`config.mk`:
```
export PLATFORM = sky130hd
export DESIGN_NAME = ptw_walk
export DESIGN_NICKNAME = d
export VERILOG_FILES = /design/src/sv/assert_macros.svh /design/src/sv/ptw_pkg.sv /design/src/sv/ptw_walk.sv
export SDC_FILE = /design/constraint.sdc
export NUM_CORES = 1
export LEC_CHECK = 0
export ABC_CLOCK_PERIOD_IN_PS = 2200
export BUFFER_PORTS_ARGS = -buffer_cell sky130_fd_sc_hd__buf_4
export CORE_AREA = 2 2 127 129
export DETAILED_ROUTE_END_ITERATION = 7
export DIE_AREA = 0 0 129 131
export PLACE_DENSITY = 0.63
export RECOVER_POWER = 50
export SLEW_MARGIN = 0
export SYNTH_ARGS = -nofsm -noshare
export SYNTH_HDL_FRONTEND = slang
export SYNTH_SLANG_ARGS = --single-unit
```
`constraint.sdc`:
```
create_clock -name clk_i -period 2.2 [get_ports clk_i]
set_input_delay 0.22 -clock clk_i [delete_from_list [all_inputs] [get_ports clk_i]]
set_output_delay 0.22 -clock clk_i [all_outputs]
set_load 0.01 [all_outputs]
```
`src/sv/assert_macros.svh`:
```
// assertion macros shared by the page table walker rtl
`ifndef ASSERT_MACROS_SVH
`define ASSERT_MACROS_SVH
`ifndef SYNTHESIS
// property must hold at every clock edge outside reset
`define PTW_ASSERT(label, clk, rst_n, prop) \
  label: assert property (@(posedge clk) disable iff (!rst_n) prop) \
    else $error("page table walker assertion failed");
// condition must never be true outside reset
`define PTW_ASSERT_NEVER(label, clk, rst_n, cond) \
  `PTW_ASSERT(label, clk, rst_n, !(cond))
`else
`define PTW_ASSERT(label, clk, rst_n, prop)
`define PTW_ASSERT_NEVER(label, clk, rst_n, cond)
`endif
`endif

```
`src/sv/ptw_pkg.sv`:
```
// shared constants, types and helpers of the page table walker
package ptw_pkg;

  // store geometry
  localparam int TablePages      = 16;
  localparam int EntriesPerTable = 512;
  localparam int IdxW            = $clog2(EntriesPerTable);
  localparam int PageIdxW        = $clog2(TablePages);
  localparam int AddrW           = PageIdxW + IdxW;
  localparam int MemDepth        = TablePages * EntriesPerTable;

  // field widths
  localparam int EntryW = 64;
  localparam int FrameW = 40;
  localparam int PageW  = 4;
  localparam int VpnW   = 36;

  // entry bit positions
  localparam int PresentBit = 0;
  localparam int LargeBit   = 7;
  localparam int FrameLsb   = 12;

  // commands
  localparam logic CmdWrite   = 1'b0;
  localparam logic CmdResolve = 1'b1;

  // page size codes
  localparam logic [1:0] SizeNone = 2'd0;
  localparam logic [1:0] Size4K   = 2'd1;
  localparam logic [1:0] Size2M   = 2'd2;
  localparam logic [1:0] Size1G   = 2'd3;

  // memory access request from walker to store
  typedef struct packed {
    logic              we;
    logic              re;
    logic [AddrW-1:0]  addr;
    logic [EntryW-1:0] wdata;
  } mem_req_t;

  // one result transaction
  typedef struct packed {
    logic              found;
    logic              fault;
    logic [FrameW-1:0] frame;
    logic [1:0]        size;
    logic [PageW-1:0]  ptr_page;
    logic [PageW-1:0]  pd_page;
    logic [PageW-1:0]  pt_page;
  } walk_res_t;

  // page number lies inside the store
  function automatic logic in_store(logic [FrameW-1:0] page);
    return page < FrameW'(TablePages);
  endfunction

  // flat store address of an entry
  function automatic logic [AddrW-1:0] mk_addr(logic [FrameW-1:0] page,
                                               logic [IdxW-1:0] idx);
    return {page[PageIdxW-1:0], idx};
  endfunction

endpackage

```
`src/sv/ptw_walk.sv`:
```
// walk sequencer: entry writes and four-level translation
module ptw_walk (
  input  logic                         clk_i,
  input  logic                         rst_ni,
  input  logic                         in_valid_i,
  output logic                         in_ready_o,
  input  logic                         command_i,
  input  logic [ptw_pkg::PageW-1:0]    table_page_i,
  input  logic [ptw_pkg::IdxW-1:0]     entry_index_i,
  input  logic [ptw_pkg::EntryW-1:0]   entry_value_i,
  input  logic [ptw_pkg::VpnW-1:0]     virtual_page_i,
  input  logic [ptw_pkg::PageW-1:0]    root_page_i,
  input  logic                         store_ready_i,
  input  logic [ptw_pkg::EntryW-1:0]   rdata_i,
  output ptw_pkg::mem_req_t            req_o,
  output ptw_pkg::walk_res_t           res_o,
  output logic                         res_valid_o,
  input  logic                         res_take_i
);

  localparam logic [1:0] StIdle = 2'd0;
  localparam logic [1:0] StWalk = 2'd1;
  localparam logic [1:0] StDone = 2'd2;

  // table level whose entry sits in the read data
  localparam logic [1:0] LvlPt   = 2'd0;
  localparam logic [1:0] LvlPd   = 2'd1;
  localparam logic [1:0] LvlPdpt = 2'd2;
  localparam logic [1:0] LvlRoot = 2'd3;

  localparam int RestW = 3 * ptw_pkg::IdxW;

  logic [1:0]               state_q, state_d;
  logic [1:0]               lvl_q, lvl_d;
  logic [RestW-1:0]         vp_q, vp_d;
  ptw_pkg::walk_res_t       res_q, res_d;

  logic                        accept;
  logic                        present;
  logic                        big_pg;
  logic [ptw_pkg::FrameW-1:0]  frame;
  logic [ptw_pkg::IdxW-1:0]    next_idx;

  assign in_ready_o = store_ready_i &
                      ((state_q == StIdle) | ((state_q == StDone) & res_take_i));
  assign accept     = in_valid_i & in_ready_o;

  // decode the entry just read
  assign present = rdata_i[ptw_pkg::PresentBit];
  assign big_pg  = rdata_i[ptw_pkg::LargeBit];
  assign frame   = rdata_i[ptw_pkg::FrameLsb +: ptw_pkg::FrameW];

  // index into the next lower table
  always_comb begin
    unique case (lvl_q)
      LvlRoot: next_idx = vp_q[2*ptw_pkg::IdxW +: ptw_pkg::IdxW];
      LvlPdpt: next_idx = vp_q[ptw_pkg::IdxW +: ptw_pkg::IdxW];
      default: next_idx = vp_q[0 +: ptw_pkg::IdxW];
    endcase
  end

  // sequencer
  always_comb begin
    state_d = state_q;
    lvl_d   = lvl_q;
    vp_d    = vp_q;
    res_d   = res_q;
    req_o   = '0;

    unique case (state_q)
      StIdle: begin
      end
      StDone: begin
        if (res_take_i) begin
          state_d = StIdle;
        end
      end
      StWalk: begin
        priority if (!present) begin
          state_d = StDone;
        end else if (lvl_q == LvlPt) begin
          res_d.found = 1'b1;
          res_d.frame = frame;
          res_d.size  = ptw_pkg::Size4K;
          state_d     = StDone;
        end else if (big_pg && (lvl_q != LvlRoot)) begin
          res_d.found = 1'b1;
          res_d.frame = frame;
          res_d.size  = (lvl_q == LvlPdpt) ? ptw_pkg::Size1G : ptw_pkg::Size2M;
          state_d     = StDone;
        end else if (!ptw_pkg::in_store(frame)) begin
          res_d.fault = 1'b1;
          state_d     = StDone;
        end else begin
          // descend one level
          unique case (lvl_q)
            LvlRoot: res_d.ptr_page = frame[ptw_pkg::PageW-1:0];
            LvlPdpt: res_d.pd_page  = frame[ptw_pkg::PageW-1:0];
            default: res_d.pt_page  = frame[ptw_pkg::PageW-1:0];
          endcase
          req_o.re   = 1'b1;
          req_o.addr = ptw_pkg::mk_addr(frame, next_idx);
          lvl_d      = lvl_q - 2'd1;
        end
      end
      default: begin
        state_d = StIdle;
      end
    endcase

    // new transaction
    if (accept) begin
      res_d = '0;
      if (command_i == ptw_pkg::CmdWrite) begin
        if (ptw_pkg::in_store(ptw_pkg::FrameW'(table_page_i))) begin
          req_o.we    = 1'b1;
          req_o.addr  = ptw_pkg::mk_addr(ptw_pkg::FrameW'(table_page_i), entry_index_i);
          req_o.wdata = entry_value_i;
        end else begin
          res_d.fault = 1'b1;
        end
        state_d = StDone;
      end else if (!ptw_pkg::in_store(ptw_pkg::FrameW'(root_page_i))) begin
        res_d.fault = 1'b1;
        state_d     = StDone;
      end else begin
        req_o.re   = 1'b1;
        req_o.addr = ptw_pkg::mk_addr(ptw_pkg::FrameW'(root_page_i),
                                      virtual_page_i[RestW +: ptw_pkg::IdxW]);
        vp_d       = virtual_page_i[RestW-1:0];
        lvl_d      = LvlRoot;
        state_d    = StWalk;
      end
    end
  end

  always_ff @(posedge clk_i or negedge rst_ni) begin
    if (!rst_ni) begin
      state_q <= StIdle;
      lvl_q   <= LvlRoot;
    end else begin
      state_q <= state_d;
      lvl_q   <= lvl_d;
    end
  end

  // payload registers
  always_ff @(posedge clk_i) begin
    vp_q  <= vp_d;
    res_q <= res_d;
  end

  assign res_o       = res_q;
  assign res_valid_o = (state_q == StDone);

endmodule
```
==> results.yml, run 1 <==
clock_network:
  cts_root_buffer: "clkbuf_16"
  clockBufferDepth: 2
  tritoncts: "built"
  htreeDepth: 3
  clk_pin_slew_worst_paths_ns: 0.06
  cts.sinks: 87
  clock_latency_ns: 0.34
  numCtsBuffers: 9
synth:
  avgSynthCellArea_um2: 9.04
  synth_top_family_by_area: "simple AND/OR/NAND/NOR gates"
  yosysUniqueCellTypes: 36
  yosysMostFrequentCell: "nand2_1"
  synthMuxAreaShare_pct: 6.41
  synth_area_um2: 4060
  yosysSeqAreaShare_pct: 50.1
  synthesis.nets: 639
  synthArstFlopShare_pct: 4.60
  yosysWarnings: 0
  synth_edf_count: 27
  postSynthCellCount: 449
  synth_commonest_cells: "nand2_1, and3_1, dfxtp_1"
  synth_compound_area_share_pct: 11.5
  synth_top_cell_by_area: "dfxtp_1"
  synthAdderAreaFrac_pct: 0.924
  synthSimpleGateAreaFrac_pct: 26.7
  ys_ff_latch: 87
  synth_top_cell_area_share_pct: 27.6
  synth.area.top_cells: "dfxtp_1, edfxtp_1, and3_1, nand2_1, mux2i_1"
  synth_ff_type: "dfxtp_1"
  synth_xor_xnor_area_share_pct: 0
power:
  finalPower_uw: 3930
  p_leak_uw: 0.00344
  peakVddDrop_uv: 410
  p_per_area_nw_per_um2: 554
die:
  initial_core_util_pct: 26.0
  ios: 324
  die_w_um: 129
  die-area_um2: 16900
  die_h_um: 131
  rows: 46
  core_um2: 15600
placed_design:
  gp_congestion: 0.759
  pre_cts_slack_ns: 0.0391
  portBuffers: 301
  hpwlAfterDp_mm: 11.7
drt:
  drt_first_iter_violations: 159
  ant_nets: 0
  vias_per_cell: 4.50
  remaining_drc_errors: 0
  wl_mm: 15.8
  wire_per_inst_um: 16.1
  vias: 4419
  first_pass_iters: 6
sta:
  slew-limit-headroom_pct: 68.2
  max_freq_mhz: 439
  setup_viol_count_final: 17
  rsz0062_at_grt: "true"
  max_slew.worst_pin.slew_ns: 0.472
  period_needed_ns: 2.28
  hold_viol: 0
  finalMaxSlewViolations: 0
  worst_slack_ns: -0.0797
  period_share_pct: 104
  fin_skew_ns: 0.00430
setup_path:
  worstPathArrival_ns: 2.06
  path_class: "register to output port"
  cp-start-kind: "register"
  critPathMaxStageDelay_ns: 0.57
  cp.required_ns: 1.98
  end_kind: "output port"
  cpMaxStageDelayCell: "dfstp_2"
  critPathMaxFanout: 8
  path_cells: "inv_4 > ha_4 > nand4bb_4 > nor2_4 > nand4_4 > buf_12 > o22ai_2 > buf_4"
outcome:
  status: "finished, violations left"
  violations: "setup timing"
layout:
  antennaDiodeCount: 0
  ff_latch_area_um2: 2040
  utilization_pct: 45.5
  final_layout_size_suffix_gt1_share_pct: 42.6
  syn2layout_area_growth_pct: 74.8
  nets: 951
  fillCellCount: 1609
  multi_input_area_um2: 2010
global_routing:
  grt_use_total_pct: 17.0
  grt_pass1_vias: 3995
  antenna_found_initial: 0
  grt.overflow.total: 0
  grt_max_degree: 65
  grt_pass1_wl_mm: 21.8
min_path:
  hp-class: "primary input to register"
flow_run:
  timing.max_cap.violations: 0
## sequential cells by signal, indices dropped and copies added, names as in the netlist
signal   count
lvl_q        2
vp_q        27
state_q      2
res_o       56
## where the power goes
group / internal [uW] / switching (uW)
sequential: 1680 / 12.7
combinational: 352 / 260
clock: 1030 / 600
## final timing paths
path,startpoint,end,slack [ns],depth (start not counted)
min,virtual_page_i[5],vp_q[5]$_DFFE_PP_,0.07,1
min reg2reg,res_o[44]$_SDFFE_PP0P_,res_o[44]$_SDFFE_PP0P_,0.45,2
min in group asynchronous,rst_ni,state_q[1]$_DFFE_PN0P_,0.25,2
max,lvl_q[0]$_DFF_PN1_,req_o[73],-0.08,8
max reg2reg,lvl_q[0]$_DFF_PN1_,res_o[9]$_SDFFE_PP0P_,-0.04,8
max in group asynchronous,rst_ni,lvl_q[1]$_DFF_PN1_,1.71,2
## kinds of logic (layout without fill, tap and decap cells)
family          after synthesis  count (layout)
compound gates               79              79
flops                        87              87
fa+ha+maj                     3               3
mux                          26              26
simple gates                208             208
buf+inv                      46             363
## cell type report
cell class                      count  share of cell area (%)
Clock buffer                       12                    3.49
Clock inverter                      4                   0.987
Inverter                            8                   0.458
Multi-Input combinational cell    316                    28.3
Sequential cell                    87                    28.7
Tap cell                          216                    3.81
Timing Repair Buffer              339                    34.3
## layer usage
metal | GRT usage, % | up-vias | part of all wire (%) | wire length (um)
met2 | 25.7 | 173 | 46 | 7300
met3 | 5.46 | 11 | 7.8 | 1230
met4 | 4.60 | 0 | 0.94 | 148
met1 | 23.5 | 2022 | 45 | 7130
met5 | 0 | - | 0 | 0
li1 | - | 2213 | - | -
## placed cells by master, fill, tap and decap left out, drive strengths merged, types with 2 or more instances in the layout
master / count
clkbuf: 98
nor2: 10
ha: 3
o22ai: 14
edfxtp: 27
dfrtp: 2
o211ai: 2
nor2b: 5
a22o: 9
nor3b: 2
inv: 8
mux2i: 26
nand2: 102
bufinv: 2
dfxtp: 56
dfstp: 2
a21oi: 50
buf: 252
nor4: 11
clkinv: 2
and3: 65
nand4: 5
## repair_timing
| item | 4_1_cts | 5_1_grt |
|---|---|---|
| hold buffers | 1 | 0 |
| pin swaps | 5 | 3 |
| buffers inserted | 9 | 3 |
| setup endpoints to repair | 16 | 49 |
| cloned | 3 | 0 |
| endpoints found under the hold margin | 4 | 0 |
| gates resized for setup | 30 | 7 |
## critical path: cells and delay by family (launching register included)
kind | cells | cell delay [ns]
flip-flops | 1 | 0.57
buffers and inverters | 3 | 0.38
adder cells (fa/ha/maj) | 1 | 0.15
AO/OA/AOI/OAI | 1 | 0.13
AND/OR/NAND/NOR | 3 | 0.48
## per-stage QoR
stage	cells	hold WS, ns	cell area [um^2]	setup TNS, ns
2_1_floorplan	449	-0.0756	4060	0
3_3_place_gp	950	0.0202	6650	0
3_5_place_dp	950	0.0172	6650	0
4_1_cts	979	0.0334	7270	-1.46
5_1_grt	982	0.0540	7100	-2.48
6_report	982	0.0701	7100	-0.973
(Power assumes the default switching activity.)
==> run 2, diff against run 1 <==
--- a/config.mk
+++ b/config.mk
@@ -5,7 +5,7 @@
 export SDC_FILE = /design/constraint.sdc
 export NUM_CORES = 1
 export LEC_CHECK = 0
-export ABC_CLOCK_PERIOD_IN_PS = 2200
+export ABC_CLOCK_PERIOD_IN_PS = 2350
 export BUFFER_PORTS_ARGS = -buffer_cell sky130_fd_sc_hd__buf_4
 export CORE_AREA = 2 2 127 129
 export DETAILED_ROUTE_END_ITERATION = 7
==> constraint.sdc (replaced) <==
create_clock -name clk_i -period 2.35 [get_ports clk_i]
set_input_delay 0.235 -clock clk_i [delete_from_list [all_inputs] [get_ports clk_i]]
set_output_delay 0.235 -clock clk_i [all_outputs]
set_load 0.01 [all_outputs]
==> results.yml, run 2 (synthesized netlist as in run 1, its figures left out) <==
global_routing:
  grtUsageMet2_pct: 24.5
  antenna_found_initial: 0
  met1_usage_pct: 22.3
  grt_pass1_wl_mm: 21.3
  grt_pass1_vias: 3924
  grt_use_total_pct: 16.6
  grt.overflow.total: 0
  grt_max_degree: 86
  busiest_layer: "met2"
  met3_usage_pct: 5.58
setup_path:
  reg2reg_depth: 7
  end_kind: "output port"
  path_class: "register to output port"
  crit_end: "req_o[75]"
  worstPathBufferInverterCount: 3
  cp-start-kind: "register"
  rr_startpoint: "lvl_q[0]$_DFF_PN1_"
  worstPathArrival_ns: 2.11
  critPathMaxStageDelay_ns: 0.57
  crit_family: "flip-flops"
  critPathMaxFanout: 8
  path_cells: "inv_4 > ha_4 > nand4bb_4 > nor2_4 > nand4_4 > buf_8 > o22ai_2 > buf_4"
  cp.required_ns: 2.12
  cpMaxStageDelayCell: "dfstp_2"
  path_depth: 8
  cp-startpoint: "lvl_q[0]$_DFF_PN1_"
  r2r-end: "res_o[11]$_SDFFE_PP0P_"
  r2r_slack_ns: 0.13
drt:
  wire_per_inst_um: 16.0
  first_pass_iters: 4
  wl_mm: 15.4
  remaining_drc_errors: 0
  vias: 4318
  ant_nets: 0
  drt_first_iter_violations: 146
  vias_per_cell: 4.47
layout:
  syn2layout_area_growth_pct: 70.3
  final_layout_size_suffix_gt1_share_pct: 40.9
  instances_no_fill: 965
  mostFrequentLayoutCells: "buf_4, nand2_1, and3_1"
  layout_commonest_cell: "buf_4"
  stdcell_area_um2: 6910
  antennaDiodeCount: 0
  fillCellCount: 1589
  nets: 934
  largest_reg_flops: 56
die:
  initial_core_util_pct: 26.0
  rows: 46
  core_um2: 15600
  die_h_um: 131
  die_w_um: 129
  ios: 324
  die-area_um2: 16900
sta:
  period_share_pct: 99.7
  fin_skew_ns: 0.00230
  max_freq_mhz: 427
  slew-limit-headroom_pct: 60.7
  rsz0062_at_grt: "true"
  setup_viol_count_final: 0
  hold_viol: 0
  whs_ns: 0.0812
  max_slew.worst_pin.slew_ns: 0.589
  finalMaxSlewViolations: 0
  period_needed_ns: 2.34
min_path:
  hp-class: "primary input to register"
  hold-path-cell-count: 1
  min-delay-start: "virtual_page_i[4]"
placed_design:
  place_area_um2: 6580
  dp.cells: 941
  gp_congestion: 0.772
  portBuffers: 301
  hpwlAfterDp_mm: 11.4
clock_network:
  htreeDepth: 3
  clockBufferDepth: 2
  cts.sinks: 87
  tritoncts: "built"
  cts_root_buffer: "clkbuf_16"
  numCtsBuffers: 9
  clock_latency_ns: 0.35
  clk_pin_slew_worst_paths_ns: 0.06
power:
  p_per_area_nw_per_um2: 533
  p_leak_uw: 0.00334
  peakVddDrop_uv: 412
flow_run:
  timing.max_cap.violations: 0
outcome:
  status: "finished, final reports clean"
run 2: cell type report:
class                   instances  area, um^2  share of cell area, %
multi-input cells             316        1970                   28.5
repair buffers                322        2270                   32.9
clock buffers                  14         295                   4.27
inverters                       8        32.5                  0.471
clock inverters                 2        35.0                  0.507
flip-flops and latches         87        2030                   29.4
well taps                     216         270                   3.91
run 2: worst reg2reg max path: cells and delay by family (launching register included):
kind / cells / cell delay (ns)
adders and majority gates: 1 / 0.15
buffers and inverters: 2 / 0.18
DFF: 1 / 0.57
muxes: 1 / 0.17
and+or+nand+nor: 3 / 1.03
run 2: through the flow:
stage | setup WS [ns] | setup TNS, ns | utilization (%) | power [uW]
final | 0.00801 | 0 | 44.3 | 3690
after floorplan | 0.282 | 0 | - | 1790
after global placement | 0.171 | 0 | 42.2 | 2140
after detailed placement | 0.163 | 0 | 42.2 | 2140
after global routing | -0.0971 | -1.53 | 44.3 | 3830
after CTS | 0.00324 | 0 | 44.7 | 3720
run 2: where the power goes:
part | total (uW) | switching, uW | leakage [uW] | internal, uW
combinational | 534 | 230 | 0.00243 | 304
clock | 1570 | 593 | 0.000164 | 974
sequential | 1590 | 12.5 | 0.000745 | 1570
total | 3690 | 836 | 0.00334 | 2850
run 2: worst min path at each step:
stage,endpoint
after global placement,state_q[0]$_DFFE_PN0P_
after detailed placement,state_q[0]$_DFFE_PN0P_
after CTS,vp_q[5]$_DFFE_PP_
after floorplan,state_q[0]$_DFFE_PN0P_
after global routing,vp_q[12]$_DFFE_PP_
final,vp_q[4]$_DFFE_PP_
run 2: what timing repair did:
action	in CTS	in global routing
pin swaps	0	4
setup buffers	0	5
hold endpoints to repair	4	0
cloned	0	2
endpoints found under the setup margin	14	70
resized for setup	9	21
hold buffers	1	0
run 2: metal layers:
metal  part of all wire, %  vias to the layer above
li1                      -                     2180
met1                    46                     1958
met2                    45                      162
met3                   7.4                       18
met4                   1.8                        0
met5                     0                        -
